[config.mk]
export PLATFORM = sky130hd
export DESIGN_NAME = ima_adpcm_channel_decoder
export DESIGN_NICKNAME = d
export VERILOG_FILES = /design/src/rtl/core/imadec_pkg.sv /design/src/rtl/core/imadec_nibble.sv /design/src/rtl/core/ima_adpcm_channel_decoder.sv
export VERILOG_INCLUDE_DIRS = /design/src /design/src/rtl/core
export SDC_FILE = /design/constraint.sdc
export NUM_CORES = 1
export LEC_CHECK = 0
export ABC_AREA = 0
export BUFFER_PORTS_ARGS = -buffer_cell sky130_fd_sc_hd__buf_2
export CORE_ASPECT_RATIO = 1.1
export CORE_UTILIZATION = 55
export DETAILED_ROUTE_END_ITERATION = 8
export PLACE_DENSITY = 0.83
export SYNTH_ARGS = -nofsm -noshare
export SYNTH_HDL_FRONTEND = slang
export SYNTH_SLANG_ARGS = --single-unit
[constraint.sdc]
create_clock -name clk -period 9.6 [get_ports clk]
set_input_delay 1.92 -clock clk [delete_from_list [all_inputs] [get_ports clk]]
set_output_delay 1.92 -clock clk [all_outputs]
set_load 0.02 [all_outputs]
[src/rtl/core/ima_adpcm_channel_decoder_defines.svh]
// Assertion shorthands shared by the decoder RTL.
`ifndef IMA_ADPCM_CHANNEL_DECODER_DEFINES_SVH
`define IMA_ADPCM_CHANNEL_DECODER_DEFINES_SVH

// Same-cycle implication, off while reset is asserted.
`define IMADEC_ASSERT_NOW(lbl, clk, rstn, ante, cons, msg) \
    lbl: assert property (@(posedge clk) disable iff (!rstn) (ante) |-> (cons)) \
        else $error(msg);

// Next-cycle implication, off while reset is asserted.
`define IMADEC_ASSERT_NEXT(lbl, clk, rstn, ante, cons, msg) \
    lbl: assert property (@(posedge clk) disable iff (!rstn) (ante) |=> (cons)) \
        else $error(msg);

`endif

[src/rtl/core/imadec_pkg.sv]
package imadec_pkg;

    localparam int STEP_ENTRIES = 89;
    localparam logic [6:0] MAX_INDEX = 7'd88;

    localparam logic signed [15:0] PRED_MAX = 16'sh7FFF;
    localparam logic signed [15:0] PRED_MIN = 16'sh8000;

    // Per-channel decoder state as held in the channel memory
    typedef struct packed {
        logic signed [15:0] pred;
        logic [6:0]         idx;
    } state_t;

    localparam logic [14:0] STEP_ROM [STEP_ENTRIES] = '{
        15'd7,     15'd8,     15'd9,     15'd10,    15'd11,    15'd12,
        15'd13,    15'd14,    15'd16,    15'd17,    15'd19,    15'd21,
        15'd23,    15'd25,    15'd28,    15'd31,    15'd34,    15'd37,
        15'd41,    15'd45,    15'd50,    15'd55,    15'd60,    15'd66,
        15'd73,    15'd80,    15'd88,    15'd97,    15'd107,   15'd118,
        15'd130,   15'd143,   15'd157,   15'd173,   15'd190,   15'd209,
        15'd230,   15'd253,   15'd279,   15'd307,   15'd337,   15'd371,
        15'd408,   15'd449,   15'd494,   15'd544,   15'd598,   15'd658,
        15'd724,   15'd796,   15'd876,   15'd963,   15'd1060,  15'd1166,
        15'd1282,  15'd1411,  15'd1552,  15'd1707,  15'd1878,  15'd2066,
        15'd2272,  15'd2499,  15'd2749,  15'd3024,  15'd3327,  15'd3660,
        15'd4026,  15'd4428,  15'd4871,  15'd5358,  15'd5894,  15'd6484,
        15'd7132,  15'd7845,  15'd8630,  15'd9493,  15'd10442, 15'd11487,
        15'd12635, 15'd13899, 15'd15289, 15'd16818, 15'd18500, 15'd20350,
        15'd22385, 15'd24623, 15'd27086, 15'd29794, 15'd32767
    };

    localparam logic signed [4:0] ADJUST_ROM [8] = '{
        -5'sd1, -5'sd1, -5'sd1, -5'sd1, 5'sd2, 5'sd4, 5'sd6, 5'sd8
    };

    // Indexes above the table clamp to its last entry
    function automatic logic [14:0] step_lookup(input logic [6:0] idx);
        logic [14:0] step;
        if (idx > MAX_INDEX)
        begin
            step = STEP_ROM[MAX_INDEX];
        end
        else
        begin
            step = STEP_ROM[idx];
        end
        return step;
    endfunction

endpackage

[src/rtl/core/imadec_nibble.sv]
module imadec_nibble
    import imadec_pkg::*;
(
    input  state_t     state_in,
    input  logic [3:0] code,
    output state_t     state_out
);

    logic [14:0]        step;
    logic [15:0]        diff;
    logic signed [17:0] base;
    logic signed [17:0] sum;
    logic signed [4:0]  adj;
    logic signed [7:0]  idx_sum;

    always_comb
    begin
        step = step_lookup(state_in.idx);
        diff = {4'b0, step[14:3]}
             + (code[0] ? {3'b0, step[14:2]} : 16'd0)
             + (code[1] ? {2'b0, step[14:1]} : 16'd0)
             + (code[2] ? {1'b0, step}       : 16'd0);

        base = {{2{state_in.pred[15]}}, state_in.pred};
        if (code[3])
        begin
            sum = base + $signed({2'b00, diff});
        end
        else
        begin
            sum = base - $signed({2'b00, diff});
        end

        // saturate toward the side the difference moved
        priority if (code[3] && (sum > 18'sd32767))
        begin
            state_out.pred = PRED_MAX;
        end
        else if (!code[3] && (sum < -18'sd32768))
        begin
            state_out.pred = PRED_MIN;
        end
        else
        begin
            state_out.pred = sum[15:0];
        end

        adj     = ADJUST_ROM[code[2:0]];
        idx_sum = $signed({1'b0, state_in.idx}) + {{3{adj[4]}}, adj};
        priority if (idx_sum[7])
        begin
            state_out.idx = 7'd0;
        end
        else if (idx_sum > $signed({1'b0, MAX_INDEX}))
        begin
            state_out.idx = MAX_INDEX;
        end
        else
        begin
            state_out.idx = idx_sum[6:0];
        end
    end

endmodule

[src/rtl/core/ima_adpcm_channel_decoder.sv]
// Channel   Direction  Handshake          Beat contents
// input     in         in_valid/in_stall  channel, code_byte, low_nibble_only, restart
// output    out        out_valid/out_stall out_channel, sample, step_index_after,
//                                         last_of_byte
//
// Decode: a byte beat holds the decode stage for its low nibble, then its high nibble,
// or for its low nibble only with low_nibble_only; the single nibble decoder serves both.
// An input beat is registered into the decode stage, and its samples into the output register.
// Reset clears all channels at once through per-channel valid bits; no sweep.
// A stalled output holds the decode stage, which in turn stalls the input.
// Beats for a channel at or above NUM_CHANNELS are taken and dropped.
`include "ima_adpcm_channel_decoder_defines.svh"

module ima_adpcm_channel_decoder
    import imadec_pkg::*;
#(
    parameter int NUM_CHANNELS = 16
)(
    input  logic               clk,
    input  logic               rst_n,

    input  logic               in_valid,
    output logic               in_stall,
    input  logic [3:0]         channel,
    input  logic [7:0]         code_byte,
    input  logic               low_nibble_only,
    input  logic               restart,

    output logic               out_valid,
    input  logic               out_stall,
    output logic [3:0]         out_channel,
    output logic signed [15:0] sample,
    output logic [6:0]         step_index_after,
    output logic               last_of_byte
);

    localparam int AW = (NUM_CHANNELS > 1) ? $clog2(NUM_CHANNELS) : 1;

    // Channel state memory: read on input beat, written when a byte finishes
    state_t mem [NUM_CHANNELS];
    state_t rd_state_reg;
    logic [NUM_CHANNELS-1:0] ent_vld_reg;

    // Decode stage
    logic       st_vld_reg;
    logic       st_phase_reg;
    logic [3:0] st_ch_reg;
    logic [7:0] st_byte_reg;
    logic       st_lno_reg;
    logic       st_rst_reg;
    state_t     work_reg;

    // Last written channel, forwarded over the memory's read-before-write
    logic          last_vld_reg;
    logic [AW-1:0] last_addr_reg;
    state_t        last_state_reg;

    // Output register
    logic               out_vld_reg;
    logic [3:0]         out_ch_reg;
    logic signed [15:0] out_sample_reg;
    logic [6:0]         out_idx_reg;
    logic               out_last_reg;

    logic          in_acc;
    logic          in_range;
    logic [AW-1:0] in_addr;
    logic [AW-1:0] st_addr;
    logic          adv;
    logic          finish;
    logic          last_nib;
    logic [3:0]    code;
    state_t        cur_state;
    state_t        new_state;

    assign in_range = (32'(channel) < NUM_CHANNELS);
    assign in_addr  = AW'(channel);
    assign st_addr  = AW'(st_ch_reg);

    // The stage moves when the output register is free or emptying
    assign adv      = st_vld_reg && (!out_vld_reg || !out_stall);
    assign last_nib = st_phase_reg || st_lno_reg;
    assign finish   = adv && last_nib;
    assign in_stall = st_vld_reg && !finish;
    assign in_acc   = in_valid && !in_stall;

    assign code = st_phase_reg ? st_byte_reg[7:4] : st_byte_reg[3:0];

    // Pick the state the current nibble starts from: channel state for low, working state for high
    always_comb
    begin
        priority if (st_phase_reg)
        begin
            cur_state = work_reg;
        end
        else if (st_rst_reg)
        begin
            cur_state = '0;
        end
        else if (last_vld_reg && (last_addr_reg == st_addr))
        begin
            cur_state = last_state_reg;
        end
        else if (ent_vld_reg[st_addr])
        begin
            cur_state = rd_state_reg;
        end
        else
        begin
            cur_state = '0;
        end
    end

    imadec_nibble u_nibble
    (
        .state_in  (cur_state),
        .code      (code),
        .state_out (new_state)
    );

    // Control state
    always_ff @(posedge clk or negedge rst_n)
    begin
        if (!rst_n)
        begin
            st_vld_reg   <= 1'b0;
            st_phase_reg <= 1'b0;
            out_vld_reg  <= 1'b0;
            last_vld_reg <= 1'b0;
            ent_vld_reg  <= '0;
        end
        else
        begin
            if (in_acc)
            begin
                st_vld_reg   <= in_range;
                st_phase_reg <= 1'b0;
            end
            else if (finish)
            begin
                st_vld_reg <= 1'b0;
            end
            else if (adv)
            begin
                st_phase_reg <= 1'b1;
            end

            if (adv)
            begin
                out_vld_reg <= 1'b1;
            end
            else if (!out_stall)
            begin
                out_vld_reg <= 1'b0;
            end

            if (finish)
            begin
                last_vld_reg         <= 1'b1;
                ent_vld_reg[st_addr] <= 1'b1;
            end
        end
    end

    // Payload
    always_ff @(posedge clk)
    begin
        if (in_acc)
        begin
            st_ch_reg   <= channel;
            st_byte_reg <= code_byte;
            st_lno_reg  <= low_nibble_only;
            st_rst_reg  <= restart;
        end
        if (adv && !last_nib)
        begin
            work_reg <= new_state;
        end
        if (finish)
        begin
            last_addr_reg  <= st_addr;
            last_state_reg <= new_state;
        end
        if (adv)
        begin
            out_ch_reg     <= st_ch_reg;
            out_sample_reg <= new_state.pred;
            out_idx_reg    <= new_state.idx;
            out_last_reg   <= last_nib;
        end
    end

    // Channel memory
    always_ff @(posedge clk)
    begin
        if (in_acc && in_range)
        begin
            rd_state_reg <= mem[in_addr];
        end
        if (finish)
        begin
            mem[st_addr] <= new_state;
        end
    end

    assign out_valid        = out_vld_reg;
    assign out_channel      = out_ch_reg;
    assign sample           = out_sample_reg;
    assign step_index_after = out_idx_reg;
    assign last_of_byte     = out_last_reg;

    `IMADEC_ASSERT_NOW(a_idx_range, clk, rst_n, out_vld_reg,
        out_idx_reg <= MAX_INDEX, "step index out of range")
    `IMADEC_ASSERT_NOW(a_phase_pair, clk, rst_n, st_vld_reg && st_phase_reg,
        !st_lno_reg, "high nibble on single-nibble beat")
    `IMADEC_ASSERT_NEXT(a_high_follows, clk, rst_n, adv && !last_nib,
        st_vld_reg && st_phase_reg, "high nibble lost")
    `IMADEC_ASSERT_NEXT(a_last_mark, clk, rst_n, finish,
        out_vld_reg && out_last_reg, "final sample not marked")

endmodule
==> Implementation_results.wiki <==
{| class="wikitable"
! Metric !! Value
|-
| Dominant cells by area after synthesis || edfxtp_1 61%, mux4_2 11%, ha_1 2.9%
|-
| Kind of cell with the highest combined delay on the critical path || compound AO/OA/AOI/OAI gates
|-
| Crit share post-route || 99.1%
|-
| Maximum count of clock buffers along a single path || 3
|-
| Residual DRC count || 0
|-
| Slew Viols, Final || 0
|-
| Critical Path Stages || 34
|-
| Number of hold buffers added after cts || 0
|-
| Summed instance area of the synthesized netlist || 0.0238 mm²
|-
| Post-route design area || 0.0278 mm²
|-
| Port Buffer Count || 47
|-
| Post-placement worst setup slack || -127 ps
|-
| Crit Reg-Reg Endpoint || mem[2][15]
|-
| Number of top-level pins || 48
|-
| Hold worst-path end || ent_vld_reg[0]
|-
| Unrepaired setup endpoints after global routing || true
|-
| Largest stage delay on the critical path || 860 ps
|-
| Kind of start point of the critical path || flip-flop
|-
| Largest register FFs || 368
|-
| Pin count of the biggest net entering global routing || 75
|-
| Filler cells || 2742
|-
| Number of standard cells in the final layout excluding fillers || 2315
|-
| Clock buffer count from CTS || 47
|-
| Final hold violation count || 0
|-
| F_max || 105 MHz
|-
| Clk_skew || 33.5 ps
|-
| Multi-input combinational cell area || 0.00866 mm²
|-
| Clock edge transition at the registers on the reported setup and hold paths || 70 ps
|-
| Commonest non-fill, non-tap cells in the layout || 483 x edfxtp_1, 142 x buf_4, 119 x mux4_2, 93 x nor2_1, 72 x nand2_1
|-
| Number of cells produced by synthesis || 1535
|-
| CP required || 9940 ps
|-
| Max-Cap Viols || 0
|-
| Final critical-path setup slack || 87.9 ps
|-
| Top cell by count, worst path || buf_4
|-
| Flops & latches, synth || 503
|-
| Post-detail-place hpwl || 37900 µm
|-
| Total overflow reported by the global router || 0
|-
| Post-Syn Area per Cell || 15.5 µm²
|-
| Most common cell after layout, fill and taps aside || edfxtp_1
|-
| Largest area contributor in the synthesized netlist || edfxtp_1
|-
| Layout cells sized above 1 || 30.5%
|-
| Clock sinks || 503
|-
| Final Net Count || 1817
|-
| Reg with most FFs || mem
|-
| Global placement routability congestion || 0.963
|-
| Finished Core Util || 65.5%
|-
| Share of Yosys cell area claimed by the top area cell type || 61.0%
|-
| Via count of the first global-routing pass || 15555
|-
| Instance area at placement || 0.0258 mm²
|-
| Vias per std cell || 6.74
|-
| Die Outline Area || 0.0440 mm²
|-
| Avg WL per Cell || 28.5 µm
|-
| Synth Net Count || 1636
|-
| Max FO, Critical Path || 8
|-
| Count of distinct cell types in the synthesized netlist || 85
|-
| Number of levels in the clock H-tree || 2
|-
| Leading register cell type out of synthesis || edfxtp_1
|-
| Overall fraction of global-route tracks in use || 29.5%
|-
| Wire length of the first global-routing pass || 96000 µm
|-
| Floorplan Core Area || 0.0425 mm²
|-
| Worst reg-to-reg path cell count || 34
|-
| Number of violations reported at the end of detailed-routing iteration 0 || 1866
|-
| Via count || 15602
|-
| Slew at the pin closest to its max-slew limit || 1330 ps
|-
| Number of placed instances with taps included || 2214
|-
| Final-report setup violation count || 0
|-
| Starting utilization of the core area || 55.9%
|-
| Final WL || 66000 µm
|-
| Register cell area after layout || 0.0150 mm²
|-
| Clock period minus worst slack || 9510 ps
|-
| Syn-to-layout area delta || 17.1%
|-
| Worst hold path stage count || 1
|-
| DR pass1 iterations || 6
|-
| Final antenna diode count || 0
|-
| Antenna violations before repair || 1
|-
| CTS tree || yes
|-
| Width of the chip || 200 µm
|-
| Category of the worst setup path capture point || flip-flop
|-
| Class of the most critical hold timing path || reg2reg
|-
| Chip height || 220 µm
|-
| Arr. time, crit path || 9850 ps
|-
| Cell with the largest stage delay on the worst path || o31ai_1
|-
| Residual antenna-violating net count after detailed routing || 0
|-
| Share of the yosys chip area belonging to registers || 63.1%
|-
| Combined buffer and inverter count along the critical path || 8
|-
| Insertion delay to the later sink of the worst-skew pair || 610 ps
|-
| Max_slew headroom || 11.1%
|-
| Outcome || completed
|-
| Floorplan row count || 79
|-
| R2R Path Start || st_addr[1]
|-
| Async SR Flop Fraction || 3.98%
|-
| Number of warnings reported in the yosys synthesis log || 0
|-
| Source of the worst hold timing path || ent_vld_reg[0]
|-
| Buffer cell driving the clock tree root || clkbuf_16
|-
| CP Class || reg2reg
|-
| Setup slack of the most critical reg-to-reg path || 90 ps
|-
| Number of flops mapped to enable cells by yosys || 483
|}
==> synth_stat cells (all sizes together) (3+ instances only) <==
library cell and count:
a211o 5, o211ai 16, a31oi 12, nand4 6
nor2b 7, nand3 13, ha 56, nor2 110
o41ai 4, a22oi 32, o221ai 5, nor4 3
clkbuf 38, nor3 22, a21boi 3, a41oi 7
dfrtp 20, a32oi 3, nand2 75, or2 25
o31ai 8, inv 66, mux4 119, a221oi 3
o21a 10, xor2 16, mux2i 9, buf 45
nor3b 3, a211oi 14, nand2b 10, a21o 15
a21oi 57, o21bai 8, edfxtp 483, o21ai 63
a2111oi 10, fa 27, or3 6, and2 18
xnor2 39, and4 3
==> kinds of logic after synthesis <==
group	after synthesis	share of synthesized area (%)
AOI/OAI and AO/OA	303	8.89
adders and majority gates	83	5.22
xor gates and xnor gates	55	2.03
and+or+nand+nor	311	6.29
muxes	130	11.8
buffers and inverters	150	2.65
DFF	503	63.1
==> final cells by class <==
type | instances | share of cell area, %
inverters | 67 | 0.913
repair buffers | 215 | 6.47
flip-flops and latches | 503 | 53.9
multi-input cells | 882 | 31.1
well taps | 567 | 2.55
clock inverters | 20 | 0.629
clock buffers | 61 | 4.41
==> worst max-delay path by stage <==
stage                     startpoint            endpoint  slack (ps)
final                     st_addr[1]          mem[2][15]          90
after global routing      st_addr[1]          mem[2][15]        -140
after CTS                 st_addr[1]         mem[11][15]          10
after detailed placement  st_addr[1]         mem[15][15]        -130
after global placement    st_addr[1]         mem[10][22]         220
after floorplan           st_addr[1]  last_state_reg[22]          20
==> through the flow <==
step	hold WS (ps)	setup TNS, ps
after floorplan	434	0
after global placement	446	0
after detailed placement	452	-23780
after CTS	475	0
after global routing	495	-23090
final	480	0
==> timing repair <==
item                       CTS  global route
gates cloned                 0             2
buffers inserted             0            18
resized for setup            4           111
pin swaps                    0            30
setup endpoints to repair  304           304
==> per-layer routing <==
metal	vias up	part of all wire (%)	track usage (%)
li1	6393	-	-
met1	7732	35	38.0
met3	272	11	4.95
met4	2	5.3	15.3
met5	-	0.018	0
met2	1203	49	48.4
Power is not shown: default switching activity piles up to over one toggle a cycle in this logic, so the estimate is an artifact.
